File: src/rtl/core/cosfd_pkg.sv
package cosfd_pkg;

    localparam int MOTOR_SLOTS_DEF = 4;

    localparam logic [10:0] SDO_BASE_RESET = 11'h580;
    localparam logic [15:0] SDO_POS_INDEX  = 16'h6064;
    localparam logic [10:0] PDO_STATUS     = 11'h180;
    localparam logic [10:0] PDO_STAT_POS   = 11'h280;
    localparam logic [10:0] PDO_POS_VEL    = 11'h380;
    localparam logic [10:0] PDO_POS        = 11'h480;
    localparam logic [10:0] NODE_MASK      = 11'h00f;

    localparam logic [1:0] CFG_NODE_IDS = 2'd0;
    localparam logic [1:0] CFG_ENABLE   = 2'd1;
    localparam logic [1:0] CFG_REVERSED = 2'd2;
    localparam logic [1:0] CFG_SDO_BASE = 2'd3;

    typedef logic [7:0][7:0] t_data;

    typedef enum logic [2:0] {
        K_NONE,
        K_SDO_POS,
        K_STATUS,
        K_STAT_POS,
        K_POS_VEL,
        K_POS
    } t_kind;

    typedef struct packed {
        logic [15:0] node_ids;
        logic [3:0]  enable;
        logic [3:0]  reversed;
        logic [10:0] sdo_base;
    } t_cfg;

    typedef struct packed {
        logic        hit;
        logic [1:0]  slot;
        logic        wr_status;
        logic        wr_pos;
        logic        wr_speed;
        logic [4:0]  status;
        logic [31:0] pos;
        logic [31:0] spd;
    } t_upd;

    typedef struct packed {
        logic [4:0]  status;
        logic [31:0] pos;
        logic [31:0] spd;
        logic        bwd;
    } t_view;

    // Status word bits 0, 2, 3, 5 and 10 packed low to high.
    function automatic logic [4:0] decode_status(input logic [15:0] sw);
        return {sw[10], sw[5], sw[3], sw[2], sw[0]};
    endfunction

endpackage

File: src/rtl/core/canopen_servo_feedback_decoder_top.sv
// A frame is held in an input register, then slot match and decode write its report into
// the output register. Throughput: one frame per cycle while i_out_ready does not stall the
// output; the output register lets the next frame enter while a report waits. Synchronous
// active-low reset clears the handshake state, the per-slot status, position, speed and
// direction, and the configuration, with the SDO base set to 11'h580 instead of zero.
module canopen_servo_feedback_decoder_top
    import cosfd_pkg::*;
#(
    parameter int MOTOR_SLOTS = MOTOR_SLOTS_DEF
) (
    input  logic               i_clk,
    input  logic               i_rst_n,
    input  logic               i_cfg_valid,
    output logic               o_cfg_ready,
    input  logic [1:0]         i_cfg_index,
    input  logic [15:0]        i_cfg_data,
    input  logic               i_in_valid,
    output logic               o_in_ready,
    input  logic [10:0]        i_frame_id,
    input  logic [7:0]         i_byte0,
    input  logic [7:0]         i_byte1,
    input  logic [7:0]         i_byte2,
    input  logic [7:0]         i_byte3,
    input  logic [7:0]         i_byte4,
    input  logic [7:0]         i_byte5,
    input  logic [7:0]         i_byte6,
    input  logic [7:0]         i_byte7,
    output logic               o_out_valid,
    input  logic               i_out_ready,
    output logic               o_hit,
    output logic [1:0]         o_slot,
    output logic               o_servo_ready,
    output logic               o_servo_on,
    output logic               o_fault,
    output logic               o_quick_stop,
    output logic               o_in_position,
    output logic signed [31:0] o_position,
    output logic signed [31:0] o_speed,
    output logic               o_backward
);

    t_cfg        r_cfg;
    logic        r_in_valid;
    logic [10:0] r_frame_id;
    t_data       r_data;
    logic        r_out_valid;
    logic        r_hit;
    logic [1:0]  r_slot;
    logic [4:0]  r_status;
    logic [31:0] r_pos;
    logic [31:0] r_spd;
    logic        r_bwd;

    logic        adv;
    logic        commit;
    t_upd        upd;
    t_view       view;

    assign o_cfg_ready = 1'b1;
    assign adv         = !r_out_valid || i_out_ready;
    assign o_in_ready  = !r_in_valid || adv;
    assign commit      = r_in_valid && adv;

    cosfd_frame_decode #(
        .MOTOR_SLOTS(MOTOR_SLOTS)
    ) u_decode (
        .i_frame_id(r_frame_id),
        .i_data    (r_data),
        .i_cfg     (r_cfg),
        .o_upd     (upd)
    );

    cosfd_slot_bank #(
        .MOTOR_SLOTS(MOTOR_SLOTS)
    ) u_bank (
        .i_clk   (i_clk),
        .i_rst_n (i_rst_n),
        .i_commit(commit),
        .i_upd   (upd),
        .o_view  (view)
    );

    always_ff @(posedge i_clk) begin
        if (!i_rst_n) begin
            r_in_valid     <= 1'b0;
            r_out_valid    <= 1'b0;
            r_cfg.node_ids <= '0;
            r_cfg.enable   <= '0;
            r_cfg.reversed <= '0;
            r_cfg.sdo_base <= SDO_BASE_RESET;
        end else begin
            if (o_in_ready) begin
                r_in_valid <= i_in_valid;
            end
            if (adv) begin
                r_out_valid <= r_in_valid;
            end
            if (i_cfg_valid && o_cfg_ready) begin
                unique case (i_cfg_index)
                    CFG_NODE_IDS: r_cfg.node_ids <= i_cfg_data;
                    CFG_ENABLE:   r_cfg.enable   <= i_cfg_data[3:0];
                    CFG_REVERSED: r_cfg.reversed <= i_cfg_data[3:0];
                    CFG_SDO_BASE: r_cfg.sdo_base <= i_cfg_data[10:0];
                    default: begin
                    end
                endcase
            end
        end
    end

    always_ff @(posedge i_clk) begin
        if (i_in_valid && o_in_ready) begin
            r_frame_id <= i_frame_id;
            r_data     <= {i_byte7, i_byte6, i_byte5, i_byte4,
                           i_byte3, i_byte2, i_byte1, i_byte0};
        end
        // A miss reports all fields as zero.
        if (commit) begin
            r_hit    <= upd.hit;
            r_slot   <= upd.hit ? upd.slot    : '0;
            r_status <= upd.hit ? view.status : '0;
            r_pos    <= upd.hit ? view.pos    : '0;
            r_spd    <= upd.hit ? view.spd    : '0;
            r_bwd    <= upd.hit ? view.bwd    : 1'b0;
        end
    end

    assign o_out_valid   = r_out_valid;
    assign o_hit         = r_hit;
    assign o_slot        = r_slot;
    assign o_servo_ready = r_status[0];
    assign o_servo_on    = r_status[1];
    assign o_fault       = r_status[2];
    assign o_quick_stop  = r_status[3];
    assign o_in_position = r_status[4];
    assign o_position    = r_pos;
    assign o_speed       = r_spd;
    assign o_backward    = r_bwd;

    a_miss_zero: assert property (@(posedge i_clk) disable iff (!i_rst_n)
        o_out_valid && !o_hit |-> (o_slot == 2'd0 && o_position == 32'sd0 &&
                                   o_speed == 32'sd0 && !o_backward))
        else $error("miss report carries nonzero fields");

    a_dir_sign: assert property (@(posedge i_clk) disable iff (!i_rst_n)
        o_out_valid && o_hit |-> (o_backward == o_speed[31]))
        else $error("direction flag disagrees with stored speed sign");

    a_slot_range: assert property (@(posedge i_clk) disable iff (!i_rst_n)
        o_out_valid && o_hit |-> (32'(o_slot) < MOTOR_SLOTS))
        else $error("reported slot beyond configured slot count");

    a_stage_hold: assert property (@(posedge i_clk) disable iff (!i_rst_n)
        r_in_valid && !adv |=> r_in_valid && $stable(r_frame_id))
        else $error("stalled request lost from input stage");

endmodule

File: src/rtl/core/cosfd_frame_decode.sv
module cosfd_frame_decode
    import cosfd_pkg::*;
#(
    parameter int MOTOR_SLOTS = MOTOR_SLOTS_DEF
) (
    input  logic [10:0] i_frame_id,
    input  t_data       i_data,
    input  t_cfg        i_cfg,
    output t_upd        o_upd
);

    logic [3:0]  node;
    logic [10:0] base;
    logic        found;
    logic [1:0]  s;
    logic        rev;
    t_kind       kind;
    logic [31:0] raw_pos;
    logic [31:0] raw_spd;
    logic [15:0] sw;

    assign node = i_frame_id[3:0];
    assign base = i_frame_id & ~NODE_MASK;
    assign sw   = {i_data[1], i_data[0]};

    // Walk from the top slot down so that the lowest matching slot wins.
    always_comb begin
        found = 1'b0;
        s     = '0;
        for (int k = MOTOR_SLOTS - 1; k >= 0; k--) begin
            if (i_cfg.enable[k] && i_cfg.node_ids[4*k +: 4] == node) begin
                found = 1'b1;
                s     = 2'(k);
            end
        end
    end

    always_comb begin
        kind = K_NONE;
        if (base == (i_cfg.sdo_base & ~NODE_MASK)) begin
            if ({i_data[2], i_data[1]} == SDO_POS_INDEX) begin
                kind = K_SDO_POS;
            end
        end else if (base == PDO_STATUS) begin
            kind = K_STATUS;
        end else if (base == PDO_STAT_POS) begin
            kind = K_STAT_POS;
        end else if (base == PDO_POS_VEL) begin
            kind = K_POS_VEL;
        end else if (base == PDO_POS) begin
            kind = K_POS;
        end
    end

    assign rev = i_cfg.reversed[s];

    always_comb begin
        o_upd           = '0;
        raw_pos         = {i_data[3], i_data[2], i_data[1], i_data[0]};
        raw_spd         = {i_data[7], i_data[6], i_data[5], i_data[4]};
        o_upd.slot      = s;
        o_upd.status    = decode_status(sw);
        unique case (kind)
            K_SDO_POS: begin
                raw_pos      = {i_data[7], i_data[6], i_data[5], i_data[4]};
                o_upd.wr_pos = 1'b1;
            end
            K_STATUS: begin
                o_upd.wr_status = 1'b1;
            end
            K_STAT_POS: begin
                raw_pos         = {i_data[5], i_data[4], i_data[3], i_data[2]};
                o_upd.wr_status = 1'b1;
                o_upd.wr_pos    = 1'b1;
            end
            K_POS_VEL: begin
                o_upd.wr_pos   = 1'b1;
                o_upd.wr_speed = 1'b1;
            end
            K_POS: begin
                o_upd.wr_pos = 1'b1;
            end
            default: begin
            end
        endcase
        o_upd.hit = found && (kind != K_NONE);
        // Negation wraps, so the most negative value maps onto itself.
        o_upd.pos = rev ? (32'd0 - raw_pos) : raw_pos;
        o_upd.spd = rev ? (32'd0 - raw_spd) : raw_spd;
    end

endmodule

File: src/rtl/core/cosfd_slot_bank.sv
module cosfd_slot_bank
    import cosfd_pkg::*;
#(
    parameter int MOTOR_SLOTS = MOTOR_SLOTS_DEF
) (
    input  logic  i_clk,
    input  logic  i_rst_n,
    input  logic  i_commit,
    input  t_upd  i_upd,
    output t_view o_view
);

    logic [4:0]  r_status [MOTOR_SLOTS];
    logic [31:0] r_pos    [MOTOR_SLOTS];
    logic [31:0] r_spd    [MOTOR_SLOTS];
    logic        r_bwd    [MOTOR_SLOTS];
    logic [4:0]  n_status [MOTOR_SLOTS];
    logic [31:0] n_pos    [MOTOR_SLOTS];
    logic [31:0] n_spd    [MOTOR_SLOTS];
    logic        n_bwd    [MOTOR_SLOTS];

    always_comb begin
        o_view = '0;
        for (int k = 0; k < MOTOR_SLOTS; k++) begin
            n_status[k] = r_status[k];
            n_pos[k]    = r_pos[k];
            n_spd[k]    = r_spd[k];
            n_bwd[k]    = r_bwd[k];
            if (i_commit && i_upd.hit && i_upd.slot == 2'(k)) begin
                if (i_upd.wr_status) begin
                    n_status[k] = i_upd.status;
                end
                if (i_upd.wr_pos) begin
                    n_pos[k] = i_upd.pos;
                end
                if (i_upd.wr_speed) begin
                    n_spd[k] = i_upd.spd;
                    n_bwd[k] = i_upd.spd[31];
                end
            end
            // The report shows the slot's values after this frame's update.
            if (i_upd.slot == 2'(k)) begin
                o_view.status = n_status[k];
                o_view.pos    = n_pos[k];
                o_view.spd    = n_spd[k];
                o_view.bwd    = n_bwd[k];
            end
        end
    end

    always_ff @(posedge i_clk) begin
        if (!i_rst_n) begin
            for (int k = 0; k < MOTOR_SLOTS; k++) begin
                r_status[k] <= '0;
                r_pos[k]    <= '0;
                r_spd[k]    <= '0;
                r_bwd[k]    <= 1'b0;
            end
        end else begin
            for (int k = 0; k < MOTOR_SLOTS; k++) begin
                r_status[k] <= n_status[k];
                r_pos[k]    <= n_pos[k];
                r_spd[k]    <= n_spd[k];
                r_bwd[k]    <= n_bwd[k];
            end
        end
    end

endmodule
File: config.mk
export PLATFORM = sky130hd
export DESIGN_NAME = canopen_servo_feedback_decoder_top
export DESIGN_NICKNAME = d
export VERILOG_FILES = /design/src/rtl/core/cosfd_pkg.sv /design/src/rtl/core/canopen_servo_feedback_decoder_top.sv /design/src/rtl/core/cosfd_frame_decode.sv /design/src/rtl/core/cosfd_slot_bank.sv
export SDC_FILE = /design/constraint.sdc
export NUM_CORES = 1
export LEC_CHECK = 0
export BUFFER_PORTS_ARGS = -buffer_cell sky130_fd_sc_hd__buf_2
export CORE_ASPECT_RATIO = 1.75
export CORE_MARGIN = 10
export CORE_UTILIZATION = 45
export CTS_CLUSTER_SIZE = 8
export DETAILED_ROUTE_END_ITERATION = 8
export PLACE_DENSITY = 0.69
export SYNTH_ARGS = -nofsm -noshare
export SYNTH_HDL_FRONTEND = slang
export SYNTH_SLANG_ARGS = --single-unit
File: constraint.sdc
create_clock -name i_clk -period 5.01 [get_ports i_clk]
set_input_delay 0.7515 -clock i_clk [delete_from_list [all_inputs] [get_ports i_clk]]
set_output_delay 0.7515 -clock i_clk [all_outputs]
set_load 0.02 [all_outputs]
# --- Word-level counts from Yosys, hierarchy flattened ---
# Memories as Yosys holds them, arrays and structs flattened.
# Cells that the tools add are included.
# Widths: inputs -> output; s select.
classes:
  n_bitwise: 16
  n_lt_le_gt_ge: 1
  n_eq_ne: 21
  n_mux: 76
  n_reduce_logical: 25
  addsub: 2
ops:
  columns: ["op", "n"]
  rows:
  - ["$mux 32", 26]
  - ["$mux 70", 4]
  - ["$pmux 32 s2", 1]
  - ["$sub 1x32->32 const A", 2]
  - ["$mux 5", 12]
  - ["$mux 1", 23]
  - ["$eq 16x15->1 const B", 1]
  - ["$eq 4x4->1", 4]
  - ["$or 1x1->1", 16]
  - ["$mux 3", 5]
  - ["$eq 7x6->1 const B", 2]
  - ["$logic_and 1x1->1", 12]
  - ["$eq 2x2->1 const B", 4]
  - ["$mux 2", 4]
  - ["$reduce_and 2->1", 4]
  - ["$eq 7x5->1 const B", 1]
  - ["$eq 7x7->1", 1]
  - ["$eq 7x7->1 const B", 1]
  - ["$eq 3x2->1 const B", 2]
  - ["$eq 3x3->1 const B", 2]
  - ["$eq 2x1->1 const B", 2]
  - ["$logic_not 2->1", 2]
  - ["$reduce_or 4->1", 1]
  - ["$eq 3x1->1 const B", 1]
  - ["other kinds (6)", 8]
totals:
  out_inout_bits: 76
  register_bits: 185
  mem_count: 4
  in_bits: 98
  mem_bits_rw: 280
  word_cells: 166
memory_table:
  columns: ["name", "words", "width", "rd", "rd_clocked_by_memory_dff", "write_ports", "line_no", "rtl"]
  rows:
  - ["u_bank.r_pos", 4, 32, 4, 0, 4, "cosfd_slot_bank.sv:14", "logic [31:0] r_pos [MOTOR_SLOTS];"]
  - ["u_bank.r_spd", 4, 32, 4, 0, 4, "cosfd_slot_bank.sv:15", "logic [31:0] r_spd [MOTOR_SLOTS];"]
  - ["u_bank.r_status", 4, 5, 4, 0, 4, "cosfd_slot_bank.sv:13", "logic [4:0] r_status [MOTOR_SLOTS];"]
  - ["u_bank.r_bwd", 4, 1, 4, 0, 4, "cosfd_slot_bank.sv:16", "logic r_bwd [MOTOR_SLOTS];"]

# --- Depth between registers and ports, before layout ---
# Gate-level depths: netlist (run 1).
depth:
  ltp_word: 16
  depth_mapped: 16
  mapped_depth_nobuf: 14

# --- Hierarchy ---
# From an unflattened synthesis (run 1), not the netlist that was laid out.
unflattened:
  cells_unflattened: 2502
  hier_area_um2: 23516.3
by_module_without_submodules:
  columns: ["module", "area_each_um2", "instances", "cells_per_inst", "seq_area_each_um2"]
  rows:
  - ["cosfd_slot_bank", 14340.0, 1, 1704, 5605.4]
  - ["canopen_servo_feedback_decoder_top", 6403.6, 1, 380, 5185.0]
  - ["cosfd_frame_decode", 2772.7, 1, 418, 0.0]

# --- Worst setup path after synthesis (run 1) ---
# No wires, ideal clock.
synth_timing:
  path_type: "input to register"
  from: "input i_out_ready"
  to: "register r_spd[30] (netlist: o_speed[30]) (data pin)"
  setup_time_ns: 0.275
  path_stages: 10
  n_path_buf: 2
  t_required_ns: 4.735
  t_arrival_ns: 4.585
  slack_ns: 0.149
  path_cell_list: "nor2b_1 nand2b_1 inv_1 nand4_1 nor3_1 clkbuf_1 clkbuf_1 a21oi_1 a22oi_1 o221ai_1"
synth_between:
  elab_chain_cells: 9
  word_cells_on_any_way: 15
  classes_between: "mux: 8; reduce/logical: 7"
synth_rtl:
  columns: ["item", "line_no", "rtl"]
  rows:
  - ["start: declaration", "canopen_servo_feedback_decoder_top.sv:29", "input logic i_out_ready,"]
  - ["$logic_or 1x1->1 *", "canopen_servo_feedback_decoder_top.sv:60", "assign adv = !r_out_valid || i_out_ready;"]
  - ["$logic_and 1x1->1 *", "canopen_servo_feedback_decoder_top.sv:62", "assign commit = r_in_valid && adv;"]
  - ["named net commit", "canopen_servo_feedback_decoder_top.sv:55", "logic commit;"]
  - ["$logic_and 1x1->1 *", "cosfd_slot_bank.sv:29", "if (i_commit && i_upd.hit && i_upd.slot == 2'(k)) begin"]
  - ["$logic_and 1x1->1", "cosfd_slot_bank.sv:29", null]
  - ["$mux 32", "cosfd_slot_bank.sv:29", null]
  - ["$mux 70 (3 in a row)", "cosfd_slot_bank.sv:42", "if (i_upd.slot == 2'(k)) begin"]
  - ["$mux 70 *", "cosfd_slot_bank.sv:42", null]
  - ["end signal: assignment", "canopen_servo_feedback_decoder_top.sv:123", "r_spd <= upd.hit ? view.spd : '0;"]
  - ["end: declaration", "canopen_servo_feedback_decoder_top.sv:51", "logic [31:0] r_spd;"]
# The timed path passes the listed nets; every way through them passes the cells marked *.
# A chain may end at the register's enable or synchronous reset.

# --- Final worst setup path (run 1) ---
layout_timing:
  from: "register r_frame_id[9]"
  to: "register r_pos[29] (netlist: o_position[29]) (data pin)"
layout_between:
  elab_chain_cells: 16
  word_cells_on_any_way: 38
  classes_between: "add/sub: 1; eq/ne: 9; mux: 20; reduce/logical: 8"
layout_rtl:
  columns: ["item", "line_no", "rtl"]
  rows:
  - ["start: declaration", "canopen_servo_feedback_decoder_top.sv:44", "logic [10:0] r_frame_id;"]
  - ["start signal: assignment", "canopen_servo_feedback_decoder_top.sv:113", "r_frame_id <= i_frame_id;"]
  - ["$eq 7x7->1", "cosfd_frame_decode.sv:50", "end else if (base == PDO_POS) begin"]
  - ["$mux 3", "cosfd_frame_decode.sv:50", null]
  - ["$mux 3", "cosfd_frame_decode.sv:48", "end else if (base == PDO_POS_VEL) begin"]
  - ["$mux 3", "cosfd_frame_decode.sv:46", "end else if (base == PDO_STAT_POS) begin"]
  - ["$mux 3", "cosfd_frame_decode.sv:44", "end else if (base == PDO_STATUS) begin"]
  - ["$mux 3 *", "cosfd_frame_decode.sv:40", "if (base == (i_cfg.sdo_base & ~NODE_MASK)) begin"]
  - ["$eq 3x2->1 or $eq 3x1->1 (tied branches)", "cosfd_frame_decode.sv:63", "unique case (kind)"]
  - ["$pmux 32 s2", "cosfd_frame_decode.sv:63", null]
  - ["$sub 1x32->32", "cosfd_frame_decode.sv:88", "o_upd.pos = rev ? (32'd0 - raw_pos) : raw_pos;"]
  - ["$mux 32", "cosfd_frame_decode.sv:88", null]
  - ["$mux 32", "cosfd_slot_bank.sv:33", "if (i_upd.wr_pos) begin"]
  - ["$mux 32", "cosfd_slot_bank.sv:29", null]
  - ["$mux 70 (4 in a row)", "cosfd_slot_bank.sv:42", null]
  - ["end signal: assignment", "canopen_servo_feedback_decoder_top.sv:122", "r_pos <= upd.hit ? view.pos : '0;"]
  - ["end: declaration", "canopen_servo_feedback_decoder_top.sv:50", "logic [31:0] r_pos;"]
# Mark *: on every way between the ends. The rest lies on a longest branch, timed or not.

==> results of run 1 <==
-- sequential cells by signal, indices dropped and copies added, names as in the netlist --
name / flops
u_bank.r_bwd: 4
u_bank.r_spd: 128
o_slot: 2
o_backward: 1
r_in_valid: 1
u_bank.r_status: 20
u_bank.r_pos: 128
r_cfg: 31
o_speed: 32
o_out_valid: 1
r_status: 5
o_hit: 1
r_data: 64
o_position: 32
r_frame_id: 11
-- worst max path at each step --
stage	cells after the start	to
after CTS	10	o_position[29]
after detailed placement	10	o_position[29]
after global placement	10	o_position[29]
final	10	o_position[29]
after floorplan	10	o_speed[30]
after global routing	10	o_position[29]
-- timing repair --
action / CTS / global route
gates resized for setup: 0 / 2
endpoints found under the setup margin: 0 / 3
hold endpoints to repair: 0 / 0
-- layout make-up --
cell class / instances / share of cell area
Inverter: 18 / 0.00292
Antenna cell: 1 / 0.0000991
Tap cell: 594 / 0.0294
Timing Repair Buffer: 266 / 0.0640
Multi-Input combinational cell: 1748 / 0.401
Clock inverter: 7 / 0.00486
Clock buffer: 106 / 0.0731
Sequential cell: 461 / 0.424
-- critical path, stage by stage, from the launching register on --
cell and delay, ns:
edfxtp_1 0.48, xnor2_1 0.27, nand4_2 0.26, o21ai_2 0.64, nand2_1 0.54, o21ai_0 0.67
and3_1 0.48, a41oi_1 0.18, xor2_1 0.61, a21oi_1 0.08, nor3_1 0.29
-- power groups by stage --
stage                     registers [mW]  clock network, mW  logic (mW)
after global routing                4.03               4.43       0.574
final                               4.03               4.21       0.541
after CTS                           4.03               4.27       0.535
after global placement              4.10                  0       0.528
after detailed placement            4.10                  0       0.533
after floorplan                     4.08                  0       0.278
-- kinds of logic (layout without fill, tap and decap cells) --
kind of cell,Yosys count,in the layout
compound gates,719,719
xor+xnor,83,83
fa+ha+maj,2,2
buf+inv,202,397
flops,461,461
mux,52,52
other cells,1,2
simple gates,891,891
-- metal layers --
layer  track usage  vias up
met4         0.200        0
met5             0        -
met1         0.288     9523
met2         0.477      848
li1              -     9068
met3        0.0515      270
-- metrics by stage --
step | hold slack (ns) | total power, mW | setup slack [ns] | utilization
finish | 0.321 | 8.79 | 0.270 | 0.530
global route | 0.310 | 9.04 | 0.0619 | 0.530
global placement | 0.437 | 4.63 | 0.272 | 0.489
CTS | 0.302 | 8.83 | 0.249 | 0.530
detailed placement | 0.446 | 4.63 | 0.276 | 0.489
floorplan | 0.429 | 4.36 | 0.149 | -
-- synthesized netlist by cell type (13+ instances only) --
library cell	number
o211ai_1	41
o22ai_1	27
nor3_1	74
nor2_1	329
or3_1	14
xor2_1	51
dfxtp_1	313
edfxtp_1	148
a31oi_1	24
a22oi_1	14
nand2_1	232
and3_1	17
o221ai_1	20
nand4_1	13
buf_2	22
xnor2_1	28
a211oi_1	113
mux2i_1	47
a21oi_1	232
clkbuf_1	137
nand3_1	74
o21ai_0	158
inv_1	17
and2_1	61
buf_1	21
-- layout by cell type, fill, tap and decap left out, types with 7 or more instances in the layout --
cell and instances:
a211oi_1 112, a21oi_1 232, a221oi_1 7, a22oi_1 14, a31oi_1 24, and2_1 60
and3_1 17, buf_2 172, buf_4 90, clkbuf_1 38, clkbuf_16 68, dfxtp_1 313
edfxtp_1 148, inv_1 16, mux2i_1 47, nand2_1 232, nand2b_1 8, nand3_1 74
nand4_1 13, nor2_1 324, nor3_1 70, nor4_1 9, o211ai_1 41, o21a_1 8
o21ai_0 156, o221ai_1 20, o22a_1 8, o22ai_1 27, o311ai_0 10, or3_1 14
or4_1 9, xnor2_1 28, xor2_1 51
==> results.yml, run 1 <==
power:
  clock_power_share: 0.480
  intPower_mw: 6.62
  vdd_drop_max_mv: 0.228
  switching_share: 0.246
  seqPwrFrac: 0.459
  power_leakage_nw: 9.00
  combPwrFrac: 0.062
  p_switching_mw: 2.16
  power_density_nw_per_um2: 348
routing:
  num_vias: 19700
  drc: 0
  dr.pass1.iters: 6
  wire_per_inst_microns: 24.8
  routed_wl_microns: 79500
  dr.first_iter.drc_count: 1690
  wl_met1_microns: 28300
  via_per_inst: 6.16
  route.met3.wl_microns: 5230
  dr_wl_met2_microns: 40000
  ant_nets: 0
  top_layer_used: "met4"
synth:
  synth-simple-area-share: 0.195
  synth_async_sr_flop_share: 0
  synth-compound-area-share: 0.209
  synth_ff_type: "dfxtp_1"
  synth_fa_ha_area_frac: 0.00116
  syn_area_sq_um: 21500
  synthDistinctLibCells: 92
  synth-edff-count: 148
  yosysWarnings: 0
  synth_top_area_cell: "dfxtp_1"
  synth_top_family_by_area: "compound AO/OA/AOI/OAI gates"
  synth_top_area_share: 0.291
  yosysSeqAreaShare: 0.497
  ys_ff_latch: 461
  synth_area_leaders: "dfxtp_1 (29%), edfxtp_1 (21%), nor2_1 (5.7%), a21oi_1 (5.4%), nand2_1 (4.0%)"
  synth_fp_nets: 2511
  synth-xor-area-share: 0.0351
  synthCells: 2411
  avgSynthCellArea_sq_um: 8.93
  synthMuxAreaShare: 0.0252
timing:
  period_share: 0.946
  tns_ns: 0
  rsz0062_at_grt: "false"
  setup_viol: 0
  max_freq_mhz: 211
  skew_ns: 0.0314
  tightest_slew_ns: 1.14
  relSlewSlack: 0.231
  hold_viol_final: 0
  period_needed_ns: 4.74
  slew_violations: 0
cells_and_area:
  fill_cells: 4384
  stdcell_count: 3201
  multiInputGateArea_sq_um: 10100
  seqCellArea_sq_um: 10700
  final_area_sq_um: 25200
  syn2layout_area_growth_pct: 17.2
  layout-drive-gt1-share: 0.155
  nNetsFinal: 2662
critical_path:
  rrSetupSlack_ns: 0.27
  critPathLaunchType: "flip-flop"
  reg2regPathDepth: 10
  cp.required_ns: 5.38
  crit_type: "flip-flop to flip-flop"
  worstSetupEndpointType: "flip-flop"
  path_max_fanout: 16
  crit_start: "r_frame_id[9]"
  arrival_ns: 5.11
  reg2reg_to: "o_position[29]"
  r2r_start: "r_frame_id[9]"
floorplan:
  die_w_microns: 185
  rows: 106
  dieArea_sq_um: 57400
  io_pins: 174
  start_util: 0.452
  die_h_microns: 309
  coreArea_sq_um: 47600
worst_hold_path:
  whs_path_depth: 1
  hold_class: "input port to flip-flop"
  hold_start: "i_byte5[1]"
  whs_endpoint: "r_data[41]"
run:
  maxCapViolCount: 0
cts:
  clk_pin_slew_worst_paths_ns: 0.05
  cts_num_sinks: 461
  hold_buffers: 0
  cts_max_level: 3
  clock_tree.root_cell: "clkbuf_16"
  numCtsBuffers: 67
  cts_tree: "built"
  insertion_delay_ns: 0.61
  post_cts_buffers: 0
  cts_buffer_depth: 3
global_route:
  grt_pass1_wl_microns: 119000
  antenna_found_initial: 2
  grt_pass1_vias: 19800
  grt_max_degree: 82
  overflow: 0
  grt.total_usage: 0.274
place:
  dp_cells: 3087
  portBuffers: 172
  place_congestion: 1.03
  dpl.hpwl_microns: 56700
  dpl_cell_area_sq_um: 23300
status:
  status: "completed"
Note: power is estimated with default switching activity, not from simulation.
==> inputs of run 2 (changes only) <==
--- a/config.mk
+++ b/config.mk
@@ -11,7 +11,8 @@
 export CORE_UTILIZATION = 45
 export CTS_CLUSTER_SIZE = 8
 export DETAILED_ROUTE_END_ITERATION = 8
-export PLACE_DENSITY = 0.69
+export GPL_ROUTABILITY_DRIVEN = 0
+export PLACE_DENSITY = 0.67
 export SYNTH_ARGS = -nofsm -noshare
 export SYNTH_HDL_FRONTEND = slang
 export SYNTH_SLANG_ARGS = --single-unit
==> constraint.sdc (replaced) <==
create_clock -name i_clk -period 4.6 [get_ports i_clk]
set_input_delay 0.69 -clock i_clk [delete_from_list [all_inputs] [get_ports i_clk]]
set_output_delay 0.69 -clock i_clk [all_outputs]
set_load 0.02 [all_outputs]
==> results.yml, run 2 (same netlist as run 1, synthesis figures left out) <==
status:
  status: "finished with violations"
  violations: "max-capacitance violations"
power:
  finalPower_mw: 9.61
  vdd_drop_max_mv: 0.366
  power_density_nw_per_um2: 381
  power_leakage_nw: 8.98
cells_and_area:
  final_area_sq_um: 25200
  utilization: 0.530
  stdcell_count: 3203
  syn2layout_area_growth_pct: 17.2
  layout-drive-gt1-share: 0.154
  nNetsFinal: 2662
  n_antenna_cell: 0
  final_common_cell: "nor2_1"
  top_regs: "u_bank.r_pos: 128 flops, u_bank.r_spd: 128 flops, r_data: 64 flops"
  layout_common_cells: "nor2_1 (325), dfxtp_1 (313), nand2_1 (232), a21oi_1 (232), buf_2 (172)"
cts:
  cts_buffer_depth: 3
  cts_max_level: 3
  clock_tree.root_cell: "clkbuf_16"
  numCtsBuffers: 67
  cts_num_sinks: 461
  ctsResizeCount: 0
  clk_pin_slew_worst_paths_ns: 0.06
  hold_buffers: 0
  cts_tree: "built"
  insertion_delay_ns: 0.59
  post_cts_buffers: 0
worst_hold_path:
  hold_class: "input port to flip-flop"
  whs_path_depth: 1
floorplan:
  io_pins: 174
  start_util: 0.452
  rows: 106
  dieArea_sq_um: 57400
  die_w_microns: 185
  die_h_microns: 309
  coreArea_sq_um: 47600
timing:
  period_needed_ns: 4.41
  period_share: 0.959
  skew_ns: 0.0215
  hold-worst-slack_ns: 0.272
  slew_violations: 0
  layout_setup_ws_ns: 0.188
  relSlewSlack: 0.00831
  rsz0062_at_grt: "false"
  tns_ns: 0
  max_freq_mhz: 227
  setup_viol: 0
  hold_viol_final: 0
  tightest_slew_ns: 1.47
critical_path:
  cp_slowest_cell: "and4_1"
  slowest_delay_ns: 0.61
  worstSetupEndpointType: "flip-flop"
  cp.required_ns: 4.94
  crit_top_cell: "mux2i_1"
  critPathLaunchType: "flip-flop"
  path_cells: "nor4_1 -> and4_1 -> mux2i_1 -> mux2i_1 -> nand3_1 -> nor3_4 -> a31oi_1 -> xor2_1 -> a21oi_1 -> a211o_1"
  crit_type: "flip-flop to flip-flop"
  path_max_fanout: 12
  reg2regPathDepth: 10
  arrival_ns: 4.75
  rrSetupSlack_ns: 0.19
routing:
  dr.pass1.iters: 6
  wire_per_inst_microns: 24.4
  dr.first_iter.drc_count: 1911
  num_vias: 20000
  via_per_inst: 6.23
  routed_wl_microns: 78200
  ant_nets: 0
  drc: 0
place:
  dpl_cell_area_sq_um: 23300
  pre_cts_ws_ns: 0.434
  dpl.hpwl_microns: 54200
  portBuffers: 172
  dp_cells: 3087
global_route:
  grt.total_usage: 0.270
  grt_pass1_vias: 19600
  grt_pass1_wl_microns: 118000
  overflow: 0
  antenna_found_initial: 1
  grt_max_degree: 94
run:
  maxCapViolCount: 1
## run 2: changes by cell type in the layout (fill, tap and decap cells not counted), moves of 2 or more
cell	delta
clkinv_8	-2
buf_4	-2
buf_12	+2
clkinv_2	-2
clkbuf_1	+4
inv_6	+2
clkinv_16	-2
## run 2: power by group
part	leakage, nW	internal (mW)	switching [mW]
registers	3.94	4.29	0.0982
logic	4.11	0.177	0.431
clock network	0.925	2.77	1.85
## run 2: worst paths after layout
| path | start | end |
|---|---|---|
| worst min-delay path | i_byte3[4] | r_data[28] |
| worst min register to register | u_bank.r_pos[0][110] | u_bank.r_pos[0][110] |
| worst max register to register | r_data[16] | o_position[30] |
| worst max-delay path | r_data[16] | o_position[30] |
## run 2: final cells by class
| class | instances | area, sq um |
|---|---|---|
| tap | 594 | 743 |
| clock buffer | 111 | 1870 |
| inverter | 18 | 76.3 |
| clock inverter | 5 | 62.6 |
| timing repair buffer | 266 | 1640 |
| fill | 4370 | 22400 |
| sequential | 461 | 10700 |
| multi-input combinational | 1748 | 10100 |
## run 2: per-layer routing
layer  vias up  GRT usage  share of wire
met5         -          0        0.00017
met4         2      0.215          0.090
met3       377     0.0658          0.086
met2      1092      0.451           0.48
met1      9415      0.283           0.34
li1       9071          -              -
## run 2: worst max-delay path, delay by kind of cell, from the launching register on
kind / cells / cell delay (ns)
DFF: 1 / 0.45
AOI/OAI and AO/OA: 3 / 0.60
muxes: 2 / 0.70
xor gates and xnor gates: 1 / 0.41
and+or+nand+nor: 4 / 1.99
